$ cat config.mk
export PLATFORM = sky130hd
export DESIGN_NAME = promotable_priority_table_unit
export DESIGN_NICKNAME = d
export VERILOG_FILES = /design/src/ppt_pkg.sv /design/src/promotable_priority_table_unit.sv
export SDC_FILE = /design/constraint.sdc
export NUM_CORES = 2
export LEC_CHECK = 0
export BUFFER_PORTS_ARGS = -buffer_cell sky130_fd_sc_hd__buf_4
export CORE_MARGIN = 1
export CORE_UTILIZATION = 30
export DETAILED_ROUTE_END_ITERATION = 10
export GPL_ROUTABILITY_DRIVEN = 1
export GPL_TIMING_DRIVEN = 0
export SETUP_SLACK_MARGIN = 0.5
export SLEW_MARGIN = 20
export SYNTH_ARGS = -nofsm -noshare
export SYNTH_HDL_FRONTEND = slang
export SYNTH_SLANG_ARGS = --single-unit
$ cat constraint.sdc
create_clock -name clk_i -period 15.4 [get_ports clk_i]
set_input_delay 1.54 -clock clk_i [delete_from_list [all_inputs] [get_ports clk_i]]
set_output_delay 1.54 -clock clk_i [all_outputs]
set_load 0.02 [all_outputs]
$ cat src/ppt_pkg.sv
// Shared constants and codes for the promotable priority table.
package ppt_pkg;

  localparam int ENTRIES        = 16;
  localparam int PAYLOAD_WIDTH  = 32;
  localparam int PRIORITY_WIDTH = 16;
  localparam int IDX_W          = (ENTRIES > 1) ? $clog2(ENTRIES) : 1;
  localparam int SEQ_W          = 32;
  localparam int KEY_W          = PRIORITY_WIDTH + SEQ_W;

  localparam int CMD_W      = 3;
  localparam int ID_W       = 4;
  localparam int PAY_PORT_W = 32;
  localparam int STATUS_W   = 2;
  localparam int PRI_PORT_W = 16;

  localparam logic [CMD_W-1:0] CMD_ADD     = 3'd0;
  localparam logic [CMD_W-1:0] CMD_PROMOTE = 3'd1;
  localparam logic [CMD_W-1:0] CMD_PEEK    = 3'd2;
  localparam logic [CMD_W-1:0] CMD_POP     = 3'd3;
  localparam logic [CMD_W-1:0] CMD_QUERY   = 3'd4;

  localparam logic [STATUS_W-1:0] ST_OK    = 2'd0;
  localparam logic [STATUS_W-1:0] ST_FULL  = 2'd1;
  localparam logic [STATUS_W-1:0] ST_EMPTY = 2'd2;
  localparam logic [STATUS_W-1:0] ST_BADID = 2'd3;

endpackage

$ cat src/promotable_priority_table_unit.sv
// Every command answers through one output register stage.
// One word is in work at a time; the free-slot and maximum searches step a
// shared counter through the slot table, one slot and one key compare a cycle.
// Reset clears the slot used bits, the sequence counter and all control state;
// slot contents are not cleared and there is no clearing pass.
module promotable_priority_table_unit
  import ppt_pkg::*;
(
  input  logic                  clk_i,
  input  logic                  rst_ni,
  input  logic                  in_valid_i,
  output logic                  in_ready_o,
  input  logic [CMD_W-1:0]      cmd_i,
  input  logic [ID_W-1:0]       entry_id_i,
  input  logic [PAY_PORT_W-1:0] payload_i,
  output logic                  out_valid_o,
  input  logic                  out_ready_i,
  output logic [STATUS_W-1:0]   status_o,
  output logic [ID_W-1:0]       id_out_o,
  output logic [PAY_PORT_W-1:0] payload_out_o,
  output logic [PRI_PORT_W-1:0] priority_out_o,
  output logic                  is_valid_o
);

  typedef enum logic [2:0] {
    S_IDLE,
    S_FREE,
    S_READ,
    S_ACCESS,
    S_SCAN,
    S_SCAN_END,
    S_SEL,
    S_NOP
  } state_e;

  localparam logic [IDX_W-1:0]          LAST_IDX = IDX_W'(ENTRIES - 1);
  localparam logic [PRIORITY_WIDTH-1:0] PRI_MAX  = {PRIORITY_WIDTH{1'b1}};

  state_e state_q;
  logic [IDX_W-1:0]         cnt_q;
  logic [CMD_W-1:0]         cmd_q;
  logic [ID_W-1:0]          id_q;
  logic [PAYLOAD_WIDTH-1:0] pay_q;
  logic [ENTRIES-1:0]       used_q;
  logic [SEQ_W-1:0]         next_seq_q;

  logic [PRIORITY_WIDTH-1:0] mem_pri [ENTRIES];
  logic [PAYLOAD_WIDTH-1:0]  mem_pay [ENTRIES];
  logic [SEQ_W-1:0]          mem_seq [ENTRIES];

  logic [PRIORITY_WIDTH-1:0] rd_pri_q;
  logic [PAYLOAD_WIDTH-1:0]  rd_pay_q;
  logic [SEQ_W-1:0]          rd_seq_q;
  logic                      rd_used_q;
  logic [IDX_W-1:0]          rd_idx_q;
  logic                      sv_q;

  logic                     best_found_q;
  logic [KEY_W-1:0]         best_key_q;
  logic [PAYLOAD_WIDTH-1:0] best_pay_q;
  logic [IDX_W-1:0]         best_idx_q;

  logic                  out_valid_q;
  logic [STATUS_W-1:0]   status_q;
  logic [ID_W-1:0]       id_out_q;
  logic [PAY_PORT_W-1:0] pay_out_q;
  logic [PRI_PORT_W-1:0] pri_out_q;
  logic                  is_valid_q;

  logic                  in_fire;
  logic                  can_emit;
  logic                  emit;
  logic                  emitting;
  logic [STATUS_W-1:0]   res_status;
  logic [ID_W-1:0]       res_id;
  logic [PAY_PORT_W-1:0] res_pay;
  logic [PRI_PORT_W-1:0] res_pri;
  logic                  res_valid;

  logic [IDX_W-1:0]          id_idx;
  logic                      id_ok;
  logic                      free_here;
  logic [IDX_W-1:0]          rd_addr;
  logic [PRIORITY_WIDTH-1:0] pri_inc;
  logic [KEY_W-1:0]          rd_key;
  logic                      take;

  logic                      we_all;
  logic                      we_pri;
  logic [IDX_W-1:0]          waddr;
  logic [PRIORITY_WIDTH-1:0] wpri;
  logic                      set_used;
  logic                      clr_used;

  assign in_ready_o = (state_q == S_IDLE);
  assign in_fire    = in_valid_i && in_ready_o;
  assign can_emit   = !out_valid_q || out_ready_i;
  assign emit       = emitting && can_emit;

  assign id_idx    = IDX_W'(id_q);
  assign id_ok     = (32'(id_q) < 32'(ENTRIES)) && used_q[id_idx];
  assign free_here = !used_q[cnt_q];
  assign rd_addr   = (state_q == S_SCAN) ? cnt_q : id_idx;
  assign pri_inc   = (rd_pri_q == PRI_MAX) ? rd_pri_q : rd_pri_q + 1'b1;
  assign rd_key    = {rd_pri_q, rd_seq_q};
  assign take      = sv_q && rd_used_q && (!best_found_q || (rd_key > best_key_q));

  always_comb begin
    emitting   = 1'b0;
    res_status = ST_OK;
    res_id     = '0;
    res_pay    = '0;
    res_pri    = '0;
    res_valid  = 1'b0;
    we_all     = 1'b0;
    we_pri     = 1'b0;
    waddr      = cnt_q;
    wpri       = '0;
    set_used   = 1'b0;
    clr_used   = 1'b0;
    case (state_q)
      S_FREE: begin
        if (free_here) begin
          emitting = 1'b1;
          res_id   = ID_W'(cnt_q);
          res_pay  = PAY_PORT_W'(pay_q);
          we_all   = can_emit;
          set_used = can_emit;
        end else if (cnt_q == LAST_IDX) begin
          emitting   = 1'b1;
          res_status = ST_FULL;
        end
      end
      S_ACCESS: begin
        emitting = 1'b1;
        res_id   = id_q;
        if (!id_ok) begin
          res_status = ST_BADID;
        end else if (cmd_q == CMD_PROMOTE) begin
          res_pay = PAY_PORT_W'(rd_pay_q);
          res_pri = PRI_PORT_W'(pri_inc);
          we_pri  = can_emit;
          waddr   = id_idx;
          wpri    = pri_inc;
        end else begin
          res_pay   = PAY_PORT_W'(rd_pay_q);
          res_pri   = PRI_PORT_W'(rd_pri_q);
          res_valid = 1'b1;
        end
      end
      S_SEL: begin
        emitting = 1'b1;
        if (best_found_q) begin
          res_id   = ID_W'(best_idx_q);
          res_pay  = PAY_PORT_W'(best_pay_q);
          res_pri  = PRI_PORT_W'(best_key_q[KEY_W-1:SEQ_W]);
          clr_used = can_emit && (cmd_q == CMD_POP);
        end else begin
          res_status = ST_EMPTY;
        end
      end
      S_NOP: begin
        emitting = 1'b1;
      end
      default: begin
        emitting = 1'b0;
      end
    endcase
  end

  always_ff @(posedge clk_i) begin
    if (we_all) begin
      mem_pri[waddr] <= '0;
      mem_pay[waddr] <= pay_q;
      mem_seq[waddr] <= next_seq_q;
    end else if (we_pri) begin
      mem_pri[waddr] <= wpri;
    end
    rd_pri_q <= mem_pri[rd_addr];
    rd_pay_q <= mem_pay[rd_addr];
    rd_seq_q <= mem_seq[rd_addr];
  end

  always_ff @(posedge clk_i or negedge rst_ni) begin
    if (!rst_ni) begin
      state_q      <= S_IDLE;
      cnt_q        <= '0;
      cmd_q        <= '0;
      id_q         <= '0;
      pay_q        <= '0;
      used_q       <= '0;
      next_seq_q   <= '0;
      rd_used_q    <= 1'b0;
      rd_idx_q     <= '0;
      sv_q         <= 1'b0;
      best_found_q <= 1'b0;
      best_key_q   <= '0;
      best_pay_q   <= '0;
      best_idx_q   <= '0;
      out_valid_q  <= 1'b0;
      status_q     <= '0;
      id_out_q     <= '0;
      pay_out_q    <= '0;
      pri_out_q    <= '0;
      is_valid_q   <= 1'b0;
    end else begin
      rd_used_q <= used_q[rd_addr];
      rd_idx_q  <= rd_addr;
      sv_q      <= (state_q == S_SCAN);
      if (take) begin
        best_found_q <= 1'b1;
        best_key_q   <= rd_key;
        best_pay_q   <= rd_pay_q;
        best_idx_q   <= rd_idx_q;
      end
      if (set_used) begin
        used_q[cnt_q] <= 1'b1;
        next_seq_q    <= next_seq_q + 1'b1;
      end
      if (clr_used) begin
        used_q[best_idx_q] <= 1'b0;
      end
      if (emit) begin
        out_valid_q <= 1'b1;
        status_q    <= res_status;
        id_out_q    <= res_id;
        pay_out_q   <= res_pay;
        pri_out_q   <= res_pri;
        is_valid_q  <= res_valid;
      end else if (out_ready_i) begin
        out_valid_q <= 1'b0;
      end
      case (state_q)
        S_IDLE: begin
          if (in_fire) begin
            cmd_q        <= cmd_i;
            id_q         <= entry_id_i;
            pay_q        <= PAYLOAD_WIDTH'(payload_i);
            cnt_q        <= '0;
            best_found_q <= 1'b0;
            case (cmd_i)
              CMD_ADD:     state_q <= S_FREE;
              CMD_PROMOTE: state_q <= S_READ;
              CMD_QUERY:   state_q <= S_READ;
              CMD_PEEK:    state_q <= S_SCAN;
              CMD_POP:     state_q <= S_SCAN;
              default:     state_q <= S_NOP;
            endcase
          end
        end
        S_FREE: begin
          if (emit) begin
            state_q <= S_IDLE;
          end else if (!emitting) begin
            cnt_q <= cnt_q + 1'b1;
          end
        end
        S_READ: begin
          state_q <= S_ACCESS;
        end
        S_SCAN: begin
          if (cnt_q == LAST_IDX) begin
            state_q <= S_SCAN_END;
          end else begin
            cnt_q <= cnt_q + 1'b1;
          end
        end
        S_SCAN_END: begin
          state_q <= S_SEL;
        end
        S_ACCESS, S_SEL, S_NOP: begin
          if (emit) begin
            state_q <= S_IDLE;
          end
        end
        default: begin
          state_q <= S_IDLE;
        end
      endcase
    end
  end

  assign out_valid_o    = out_valid_q;
  assign status_o       = status_q;
  assign id_out_o       = id_out_q;
  assign payload_out_o  = pay_out_q;
  assign priority_out_o = pri_out_q;
  assign is_valid_o     = is_valid_q;

`ifndef SYNTHESIS
  a_pop_frees_slot: assert property (@(posedge clk_i) disable iff (!rst_ni)
    (state_q == S_SEL && emit && cmd_q == CMD_POP && best_found_q)
      |=> !used_q[$past(best_idx_q)])
    else $error("pop did not free the selected slot");

  a_add_claims_slot: assert property (@(posedge clk_i) disable iff (!rst_ni)
    (state_q == S_FREE && emit && free_here)
      |=> (used_q[$past(cnt_q)] && next_seq_q == $past(next_seq_q) + 1'b1))
    else $error("add did not claim its slot and advance the sequence");

  a_full_only_when_full: assert property (@(posedge clk_i) disable iff (!rst_ni)
    (emit && res_status == ST_FULL) |-> (&used_q))
    else $error("table full reported with a free slot");
`endif

endmodule

==> reports/summary.md <==
* **initial cell density of the core** 30.18%
* **data required time of the worst path** 16.13 ns
* **largest voltage drop on the vdd net** 115.5 µV
* **total vias in the final route** 45850
* **worst-margin pin slew** 1.261 ns
* **iteration-0 DRC count of the detailed router** 5338
* **x dimension of the die** 469.4 µm
* **Clock Skew** 0.03738 ns
* **post-synthesis to final-layout area growth** 17.98%
* **Crit Path Class** reg2reg
* **kind of end point of the critical path** flip-flop
* **total wirelength of the detailed-routed design** 212.6 mm
* **unrepaired setup endpoints after global routing** false
* **Final setup viols** 0
* **clock tree from TritonCTS** done
* **Net Count, Synth** 5409
* **cell taking the most area after synthesis** edfxtp_1
* **worst hold path type** reg2reg
* **startpoint of the lowest-slack register-to-register path** best_key_q[47]
* **clock-pin transition on the worst setup and hold timing paths** 0.06 ns
* **vias in the first global route** 43410
* **gate count after technology mapping** 5312
* **count of buffers inserted at the top-level ports** 99
* **area share of the largest cell type after synthesis** 58.64%
* **leakage power of the design** 27.06 nW
* **post-CTS setup-driven buffer insertion count** 0
* **Power Dens Cells** 203.0 mW/mm²
* **FF+latch count, synth** 1601
* **fraction of registers with async set/reset** 15.05%
* **outcome** complete, no violations
* **synthesized area** 0.06554 mm²
* **top_reg_cell synth** edfxtp_1
* **critical path peak fanout** 10
* **CP Launch Point** best_key_q[47]
* **Hold Violations, Final** 0
* **overflow left after global routing** 0
* **total placed instance area** 0.07192 mm²
* **H-Tree Level Count** 4
* **number of optimization iterations in the first detailed-route pass** 8
* **number of rows in the core area** 171
* **most used cells in the layout excluding fill and tap cells** nand2_1, edfxtp_1, nand3_1
* **distinct cell type count of the synthesized netlist** 59
* **post-route fraction of the period consumed by the critical path** 33.43%
* **Crit path arrival time** 5.88 ns
* **routed wirelength normalized by instance count** 24.55 µm
* **fmax** 0.1943 GHz
* **Vias/cell** 5.295
* **Clock Root Buffer** clkbuf_16
* **TNS Setup** 0 ns
* **number of maximum-capacitance violations** 0
* **Synth Warn #** 0
* **total die area** 0.2204 mm²
* **cts repair resizes** 0
* **clk_lat worst skew** 0.82 ns
* **Die H** 469.4 µm
* **proportion of synthesized chip area in sequential cells** 70.29%
* **Final ANT Viol Nets** 0
* **number of antenna violations at the first check in global routing** 10
* **number of primary I/O pins** 100
* **fraction of layout instances using a drive strength above 1** 10.59%
* **kind of launch point of the worst setup path** flip-flop
* **max-slew violations** 0
* **Total Nets Final** 5754
* **maximum number of pins on one net before global-route repair** 85
* **total power consumption of the routed design** 0.01569 W
* **TritonCTS sink count** 1601
* **launch instance of the worst min-delay path** rd_pay_q[18]
* **EDFF count, synth** 1280
* **mean instance size in the synthesized netlist** 12.34 µm²
* **maximum buffer depth of the clock tree** 3
* **core area** 0.2172 mm²
* **relative slew slack** 15.94%
* **number of fillers in the final layout** 20700
* **total CTS buffers** 160
* **final weighted congestion in routability-driven placement** 0.9280
* **post-route cell area** 0.07733 mm²
* **dominant cells by area after synthesis** edfxtp_1, dfrtp_1, nand2_1
* **hold buffers post-CTS** 0
* **first-pass GRT wire length** 306.1 mm
* **most common cell after layout, fill and taps aside** nand2_1
* **Final min period** 5.148 ns
* **global-route total usage across every layer** 18.82%
* **DRC Markers** 0
* **hpwl dp** 150.9 mm
report_power, final:
part | internal (W) | total, W | leakage (nW) | switching [W]
clock | 0.00229 | 0.00398 | 2.62 | 0.00169
sequential | 0.00527 | 0.00585 | 15.3 | 0.000578
combinational | 0.00169 | 0.00587 | 9.17 | 0.00418
total | 0.00924 | 0.0157 | 27.1 | 0.00645
routing by layer:
metal	track usage (%)	up-vias	part of all wire [%]
met5	0	-	0.020
met2	29.79	2158	46
li1	-	20370	-
met4	9.418	6	5.0
met3	3.539	415	8.6
met1	24.64	22910	40
critical path: stages, from the launching register on:
cell and delay (ns):
dfrtp_1 0.46, inv_1 0.14, ha_1 0.32, nand4_1 0.25, nor4_1 0.83, nand4_1 0.66, o21ai_0 0.54, clkbuf_1 0.97
buf_1 0.56, a22oi_1 0.21, o211ai_1 0.13
worst paths after layout:
kind	end	slack (ns)	depth (start not counted)
setup / recovery	best_pay_q[28]	10.25	10
hold / removal	best_pay_q[18]	0.48	2
setup reg to reg	best_pay_q[28]	10.25	10
hold reg to reg	best_pay_q[18]	0.48	2
max in group asynchronous	next_seq_q[16]	13.22	3
min in group asynchronous	payload_out_o[11]	0.75	1
cell type report:
type | count | area (µm²) | area share, %
inverters | 67 | 251.5 | 0.3252
clock buffers | 232 | 4641 | 6.001
clock inverters | 69 | 723.2 | 0.9352
diodes | 10 | 25.02 | 0.03236
well taps | 2854 | 3571 | 4.618
multi-input cells | 3250 | 17880 | 23.12
repair buffers | 183 | 2549 | 3.296
flip-flops and latches | 1601 | 46070 | 59.57
plain buffers | 394 | 1623 | 2.099
Yosys cell counts, types with 3 or more instances:
cell         n
a211oi_1    85
a21o_1       3
a21oi_1     62
a221oi_1     4
a222oi_1    35
a22oi_1    100
a311oi_1   162
a31oi_1     96
and2_0      10
and2_1      84
and3_1      12
and4_1      12
buf_1       32
buf_2       37
buf_6        9
clkbuf_1   315
dfrtp_1    241
dfxtp_1     80
edfxtp_1  1280
ha_1        54
inv_1       64
inv_2        3
mux2_2      43
mux2i_1      6
mux4_2       7
nand2_1   1326
nand2b_1     6
nand3_1    678
nand4_1    111
nor2_1      80
nor2b_1     10
nor3_1      22
nor4_1       3
o211ai_1    88
o21ai_0     20
o21ai_1     45
o21ai_2      8
xnor2_1     36
xor2_1      20
cell families (layout without fill, tap and decap cells):
logic type | Yosys count | count (layout) | synth area share [%]
AO/OA/AOI/OAI | 718 | 718 | 8.054
XOR/XNOR | 56 | 56 | 0.7483
adder cells (fa/ha/maj) | 54 | 54 | 1.031
buffers and inverters | 461 | 945 | 2.820
flip-flops | 1601 | 1601 | 70.29
multiplexers | 58 | 58 | 1.134
other | 0 | 10 | 0
AND/OR/NAND/NOR | 2364 | 2364 | 15.92
state kept, by name, summed over array words and instances, names as in the netlist, 3 cells and up:
| register | flops |
|---|---|
| pay_q | 32 |
| used_q | 16 |
| mem_pri | 256 |
| rd_pay_q | 32 |
| rd_pri_q | 16 |
| id_idx | 4 |
| rd_seq_q | 32 |
| rd_idx_q | 4 |
| payload_out_o | 32 |
| cmd_q | 3 |
| best_idx_q | 4 |
| mem_seq | 512 |
| priority_out_o | 16 |
| next_seq_q | 32 |
| best_pay_q | 32 |
| mem_pay | 512 |
| best_key_q | 48 |
| state_q | 3 |
| cnt_q | 4 |
| id_out_o | 4 |
stage by stage:
| stage | worst slack (ns) | hold WS (ns) | util, % | instances |
|---|---|---|---|---|
| finish | 10.25 | 0.4808 | 35.61 | 8660 |
| global route | 10.33 | 0.5073 | 35.60 | 8651 |
| CTS | 10.46 | 0.4785 | 35.59 | 8650 |
| detailed placement | 10.45 | 0.4824 | 33.12 | 8349 |
| global placement | 5.413 | 0.4711 | 32.17 | 8265 |
| floorplan | 9.693 | 0.4643 | - | 5312 |
Power figures use the tool's default switching activity.
